$ cat config.mk
export PLATFORM = sky130hd
export DESIGN_NAME = ihb_ctrl
export DESIGN_NICKNAME = d
export VERILOG_FILES = /design/src/hdl/assert_macros.svh /design/src/hdl/ihb_pkg.sv /design/src/hdl/ihb_ctrl.sv
export SDC_FILE = /design/constraint.sdc
export NUM_CORES = 1
export LEC_CHECK = 0
export ABC_CLOCK_PERIOD_IN_PS = 4870
export BUFFER_PORTS_ARGS = -buffer_cell sky130_fd_sc_hd__buf_2
export CORE_MARGIN = 3
export CORE_UTILIZATION = 54
export CTS_CLUSTER_SIZE = 12
export DETAILED_ROUTE_END_ITERATION = 7
export GPL_TIMING_DRIVEN = 0
export PLACE_DENSITY = 0.81
export SLEW_MARGIN = 20
export SYNTH_ARGS = -nofsm -noshare
export SYNTH_HDL_FRONTEND = slang
export SYNTH_SLANG_ARGS = --single-unit
$ cat constraint.sdc
create_clock -name clk -period 4.87 [get_ports clk]
set_clock_uncertainty 0.15 [all_clocks]
set_input_delay 0.7305 -clock clk [delete_from_list [all_inputs] [get_ports clk]]
set_output_delay 0.7305 -clock clk [all_outputs]
set_load 0.005 [all_outputs]
$ cat src/hdl/assert_macros.svh
// Assertion macros for the interpolating histogram binner.
// Self-contained; included by the files that carry concurrent assertions.
`ifndef ASSERT_MACROS_SVH
`define ASSERT_MACROS_SVH
`ifndef SYNTHESIS
// The property must hold at every clock edge outside reset.
`define IHB_ASSERT(lbl, clk, rst_n, prop) \
	lbl: assert property (@(posedge clk) disable iff (!rst_n) prop) \
		else $error("ihb assertion failed");
// The expression must never be true at a clock edge outside reset.
`define IHB_ASSERT_NEVER(lbl, clk, rst_n, expr) \
	lbl: assert property (@(posedge clk) disable iff (!rst_n) !(expr)) \
		else $error("ihb forbidden condition seen");
`else
`define IHB_ASSERT(lbl, clk, rst_n, prop)
`define IHB_ASSERT_NEVER(lbl, clk, rst_n, expr)
`endif
`endif

$ cat src/hdl/ihb_pkg.sv
// Shared types and constants for the interpolating histogram binner.
// No dependencies; used by ihb_ctrl, ihb_dp and the top level.
`default_nettype none

package ihb_pkg;

	// Store geometry and field widths.
	localparam int MAX_BINS    = 1024;
	localparam int ADDR_W      = $clog2(MAX_BINS);
	localparam int WEIGHT_BITS = 48;
	localparam int BINS_W      = 11;
	localparam int DATA_W      = 32;
	localparam int WQ_W        = 17;
	localparam int S_TDATA_W   = 48;
	localparam int M_TDATA_W   = WEIGHT_BITS + 3 * DATA_W;

	// One unit of weight in unsigned Q1.16.
	localparam logic [WQ_W-1:0] ONE_Q16 = WQ_W'(65536);

	// Request kinds carried on the input tuser.
	typedef enum logic [1:0] {
		REQ_ADD   = 2'd0,
		REQ_READ  = 2'd1,
		REQ_CLEAR = 2'd2,
		REQ_NOP   = 2'd3
	} req_t;

	// Configuration register indexes.
	localparam logic [1:0] CFG_X_MIN     = 2'd0;
	localparam logic [1:0] CFG_INV_WIDTH = 2'd1;
	localparam logic [1:0] CFG_BINS      = 2'd2;
	localparam logic [1:0] CFG_INTERP    = 2'd3;

	// Commands from the controller to the datapath.
	typedef struct packed {
		logic load;     // capture the input transfer
		logic mul;      // form the bin position, update statistics
		logic pos;      // split position into bin and fraction
		logic rd;       // read the first bin
		logic wr0;      // write the first bin, read its neighbour
		logic wr1;      // write the neighbouring bin
		logic clr_wr;   // write one zero entry of the clearing sweep
		logic out_load; // load the result register
	} ihb_cmd_t;

	// Status from the datapath to the controller.
	typedef struct packed {
		req_t req;
		logic interp;
		logic clr_last;
	} ihb_sts_t;

endpackage

`default_nettype wire

$ cat src/hdl/ihb_ctrl.sv
// Controller state machine for the interpolating histogram binner.
// Depends on ihb_pkg for the request, command and status types.
`default_nettype none

module ihb_ctrl (
	input  wire logic              clk,
	input  wire logic              arst_n,
	input  wire logic              in_valid,
	input  wire ihb_pkg::req_t     in_req,
	output logic                   in_ready,
	input  wire logic              out_ready,
	output logic                   out_valid,
	input  wire ihb_pkg::ihb_sts_t sts,
	output ihb_pkg::ihb_cmd_t      cmd
);

	typedef enum logic [8:0] {
		ST_INIT = 9'b000000001,
		ST_IDLE = 9'b000000010,
		ST_MUL  = 9'b000000100,
		ST_POS  = 9'b000001000,
		ST_RD   = 9'b000010000,
		ST_WR0  = 9'b000100000,
		ST_WR1  = 9'b001000000,
		ST_CLR  = 9'b010000000,
		ST_DONE = 9'b100000000
	} state_t;

	state_t state_q, state_d;
	logic   out_valid_q;
	logic   out_free;

	// The result register may be reloaded once its transfer is done.
	assign out_free = !out_valid_q || out_ready;
	assign in_ready = (state_q == ST_IDLE);
	assign out_valid = out_valid_q;

	// Next state and commands.
	always_comb begin
		state_d = state_q;
		cmd     = '0;
		unique case (state_q)
			ST_INIT: begin
				cmd.clr_wr = 1'b1;
				if (sts.clr_last) begin
					state_d = ST_IDLE;
				end
			end
			ST_IDLE: begin
				if (in_valid) begin
					cmd.load = 1'b1;
					case (in_req)
						ihb_pkg::REQ_ADD:   state_d = ST_MUL;
						ihb_pkg::REQ_READ:  state_d = ST_RD;
						ihb_pkg::REQ_CLEAR: state_d = ST_CLR;
						default:            state_d = ST_DONE;
					endcase
				end
			end
			ST_MUL: begin
				cmd.mul = 1'b1;
				state_d = ST_POS;
			end
			ST_POS: begin
				cmd.pos = 1'b1;
				state_d = ST_RD;
			end
			ST_RD: begin
				cmd.rd  = 1'b1;
				state_d = (sts.req == ihb_pkg::REQ_READ) ? ST_DONE : ST_WR0;
			end
			ST_WR0: begin
				cmd.wr0 = 1'b1;
				state_d = sts.interp ? ST_WR1 : ST_DONE;
			end
			ST_WR1: begin
				cmd.wr1 = 1'b1;
				state_d = ST_DONE;
			end
			ST_CLR: begin
				cmd.clr_wr = 1'b1;
				if (sts.clr_last) begin
					state_d = ST_DONE;
				end
			end
			ST_DONE: begin
				if (out_free) begin
					cmd.out_load = 1'b1;
					state_d      = ST_IDLE;
				end
			end
			default: begin
				state_d = ST_INIT;
			end
		endcase
	end

	// State register; reset starts the clearing sweep of the store.
	always_ff @(posedge clk or negedge arst_n) begin
		if (!arst_n) begin
			state_q <= ST_INIT;
		end else begin
			state_q <= state_d;
		end
	end

	// Result valid flag.
	always_ff @(posedge clk or negedge arst_n) begin
		if (!arst_n) begin
			out_valid_q <= 1'b0;
		end else if (cmd.out_load) begin
			out_valid_q <= 1'b1;
		end else if (out_ready) begin
			out_valid_q <= 1'b0;
		end
	end

endmodule

`default_nettype wire

# Word-level counts from Yosys, hierarchy flattened
# Index checks and enable logic that the tools add are counted.
# Widths: inputs -> output; s select.
# totals
output_inout_bits,10
word_cells,44
reg_bits,10
in_bits,10
# op_classes
eq_ne,16
n_reduce_logical,6
muxes,20
# ops
cell,count
$pmux 9 s9,1
$mux 9,6
$pmux 9 s3,1
$mux 1,12
$eq 9x1->1 const B,1
$eq 9x2->1 const B,1
$eq 9x3->1 const B,1
$eq 9x4->1 const B,1
$eq 9x5->1 const B,1
$eq 9x6->1 const B,1
$eq 9x7->1 const B,1
$eq 9x8->1 const B,1
$eq 9x9->1 const B,1
$ne 2x2->1 const B,4
$eq 2x1->1 const B,2
$reduce_and 4->1,1
$eq 2x2->1 const B,1
$logic_not 2->1,1
$reduce_bool 2->1,1
$reduce_or 2->1,1
$logic_not 1->1,1
$logic_or 1x1->1,1

# Depth between registers and ports, before layout
# depth
depth_word,5
mapped_depth,6

# Least setup slack after synthesis
# OpenSTA, ideal clock, no wires.
# synth_path
kind,reg-to-output
from,register state_q[4]
to,output port cmd[7] (netlist bit)
slack_ps,2503
required_ps,3990
t_arrival_ps,1487
path_stages_with_launch,6
cell_sequence,dfrtp_1 -> buf_6 -> or4_4 -> nor3_4 -> and3_4 -> and2_1
# synth_rtl
element,line_no,rtl
start: declaration,ihb_ctrl.sv:29,"state_t state_q, state_d;"
start signal: assignment,ihb_ctrl.sv:103,state_q <= state_d;
end: declaration,ihb_ctrl.sv:14,output ihb_pkg::ihb_cmd_t cmd

==> results.md <==
* Multiplexer share of the synthesized area at 0%
* Largest net degree at the start of global routing at 11
* DRC errors left at 0
* Placed cell count at ~130
* Tot GR Track Use at 21.12%
* Post-Syn Nets at between 100 and 150
* Peak VDD IR at around 0.00022 V
* Crit-path max cell delay at just over 0.7 ns
* Main combinational cell family by area after synthesis: simple AND/OR/NAND/NOR gates
* Synth unique cells at 37
* DRT antenna net count at 0
* Ys async rst share at 100.0%
* Register area share after synthesis at around a third
* Antenna Diode Count at 0
* Critical path class: reg2out
* IO Pins at 20
* Worst skew pair latency at roughly 0.27 ns
* Layout Nets at 126
* FF-to-FF Start: state_q[2]
* Vias in the first global route at slightly below 700
* Setup tns final at 0 ns
* Most common cell in the netlist: dfrtp_1
* Core ar. at about 1300 µm²
* Met3 Usage GRT at 2.490%
* Resize count post-CTS at 0
* Clock transition at the registers of the reported paths at 0.08 ns
* Top cells by count, synth: dfrtp_1 (9), nor2_1 (8), nor3b_1 (8)
* Die area at ~1900 µm²
* Critical path endpoint: cmd[3]
* Remaining global-route overflow at 0
* Leak at 0.4597 nW
* Postcts setup bufs at 0
* Port Buffer Count at 19
* Main synth FF type: dfrtp_1
* # rows at 13
* Crit-path cells: clkbuf_1 > nor4_1 > nand2_1 > nor3b_1 > buf_2
* Share of the synthesized area in the top cell type at a little under 30%
* Die Y at about 44 µm
* Grt met2 use at between 30% and 40%
* Slowest CP cell: nor4_1
* CTS root buffer: clkbuf_4
* Share of layout cells above drive strength 1 at around 30%
* Initial antenna violation count at 0
* Synth Instances at 92
* Startpoint types: flop
* Htree depth at 1
* Crit-path max FO at 9
* DP HPWL at between 1000 and 1500 µm
* CP Capture Type: output pin
* Design area at about 920 µm²
* Yosys warns at 0
* Synth Area per Inst at about 8.4 µm²
* Area leader, netlist: dfrtp_1
* CTS Hold Buffers Added at 0
* Placed inst area at approximately 900 µm²
* Final hold violation count at 0
* Compound-Gate Fraction of Synth Area at between 10% and 20%
* Minimum clock period at about 3.0 ns
* CP startpoint: state_q[2]
* Final Power at approximately 0.00040 W
* Syn-to-layout area delta at 19.39%
* P per Cell Area at 430.0 nW/µm²
* Wire per inst at 14.13 µm
* Post-Synth Adder-Cell Area at 0%
* Slew margin rel. at a little under half
* Number of synthesized flops with an enable pin at 0
* R2R Path End: state_q[7]
* Detailed Route WL at roughly 1800 µm
* Worst R2R Setup Slack at roughly 2.6 ns
* Worst-margin pin slew at ~0.81 ns
* DIE WIDTH at approximately 44 µm
* Placer Congestion at 0.9511
* R2R depth at 6
* Worst-case clock buffer depth at 2
* Average via count per standard cell at ~5.9
* CTS buffer count at 3
* 1st-iter DRT viols at 15
* RSZ-0062 raised after global routing: false
* Final setup viols at 0
* TritonCTS clock tree: yes
* Filler cells at about 110
* Register area at around 250 µm²
* Synth Area in Simple Gates at around two fifths
* Worst endpoint required time at ~4.0 ns
* Max Clk Rate at between 300 and 400 MHz
* GR Util met1 at 29.90%
* Synth area leaders: dfrtp_1 (29%), nor3b_1 (7.8%), nor2_1 (3.9%), dfstp_2 (3.4%), nand2_1 (3.4%)
* GRT busiest layer: met2
* Area of the multi-input gates at ~470 µm²
* Fin cells at 130
* Max-cap violations at 0
* Starting Density at between 50% and 60%
* Area of the mapped netlist at ~770 µm²
* Hold/Removal Path Class: in2async
* Slew Viols, Final at 0
* XOR/XNOR Fraction of Synth Area at under 10%
* Sink Count at 10
* Routed via count at roughly 760
* Final Cycle Share at 62.31%
* First-pass GRT wire length at just over 3000 µm
* Drt first pass iters at 4
* Yosys reg bits at 10
* WP data arrival at 2.15 ns
* Status: finished clean
==> cell usage in the layout (no fill, tap or decap), types with 4 or more instances in the layout <==
cell      instances
buf_2            23
dfrtp_1           9
nor2_1            8
nor3b_1           8
nand2_1           7
o21ai_0           5
clkbuf_1          4
nor4_1            4
nand3_1           4
==> metal layers <==
layer,share of wire (%),vias up,wire length [µm]
met3,6.8,7,125
met2,46,32,852
met5,0,-,0
met4,1.9,0,34
li1,-,378,-
met1,45,347,825
==> cell type report <==
| cell class | count | share of cell area [%] |
|---|---|---|
| plain buffers | 9 | 5.007 |
| clock buffers | 4 | 3.924 |
| flip-flops and latches | 10 | 27.20 |
| well taps | 15 | 2.030 |
| repair buffers | 19 | 10.28 |
| inverters | 2 | 0.8119 |
| multi-input cells | 71 | 50.74 |
==> per-stage QoR <==
stage | hold WS (ns) | setup slack, ns | util (%)
6_report | 0.1582 | 1.836 | 70.18
5_1_grt | 0.1715 | 1.678 | 70.18
4_1_cts | 0.1661 | 1.876 | 70.18
3_5_place_dp | 0.4588 | 2.162 | 67.43
3_3_place_gp | 0.4605 | 2.240 | 67.43
2_1_floorplan | 0.2849 | 2.503 | -
==> critical path, delay by kind of cell, from the launching register on <==
family / cells / cell delay (ns)
and+or+nand+nor: 3 / 1.16
DFF: 1 / 0.36
buffers and inverters: 2 / 0.35
==> worst min path at each step <==
stage | depth (start not counted) | slack (ns) | endpoint
floorplan | 0 | 0.28 | out_valid
global placement | 1 | 0.46 | out_valid
detailed placement | 1 | 0.46 | out_valid
CTS | 1 | 0.17 | state_q[5]
global route | 1 | 0.17 | state_q[6]
finish | 1 | 0.16 | state_q[8]
==> power breakdown <==
group | switching [W] | internal, W | leakage (nW)
clock | 0.0000324 | 0.0000454 | 0.0210
sequential | 0.00000899 | 0.0000996 | 0.134
combinational | 0.000117 | 0.0000942 | 0.304
total | 0.000158 | 0.000239 | 0.460
==> logic make-up (layout without fill, tap and decap cells) <==
logic type	count (synthesis)	count (layout)
simple gates	51	51
compound gates	15	15
buf+inv	11	34
flops	10	10
xor+xnor	5	5
==> registers in the layout (all words and copies together) (netlist names) <==
register and count:
out_valid 1, state_q 9
Power figures use the tool's default switching activity.
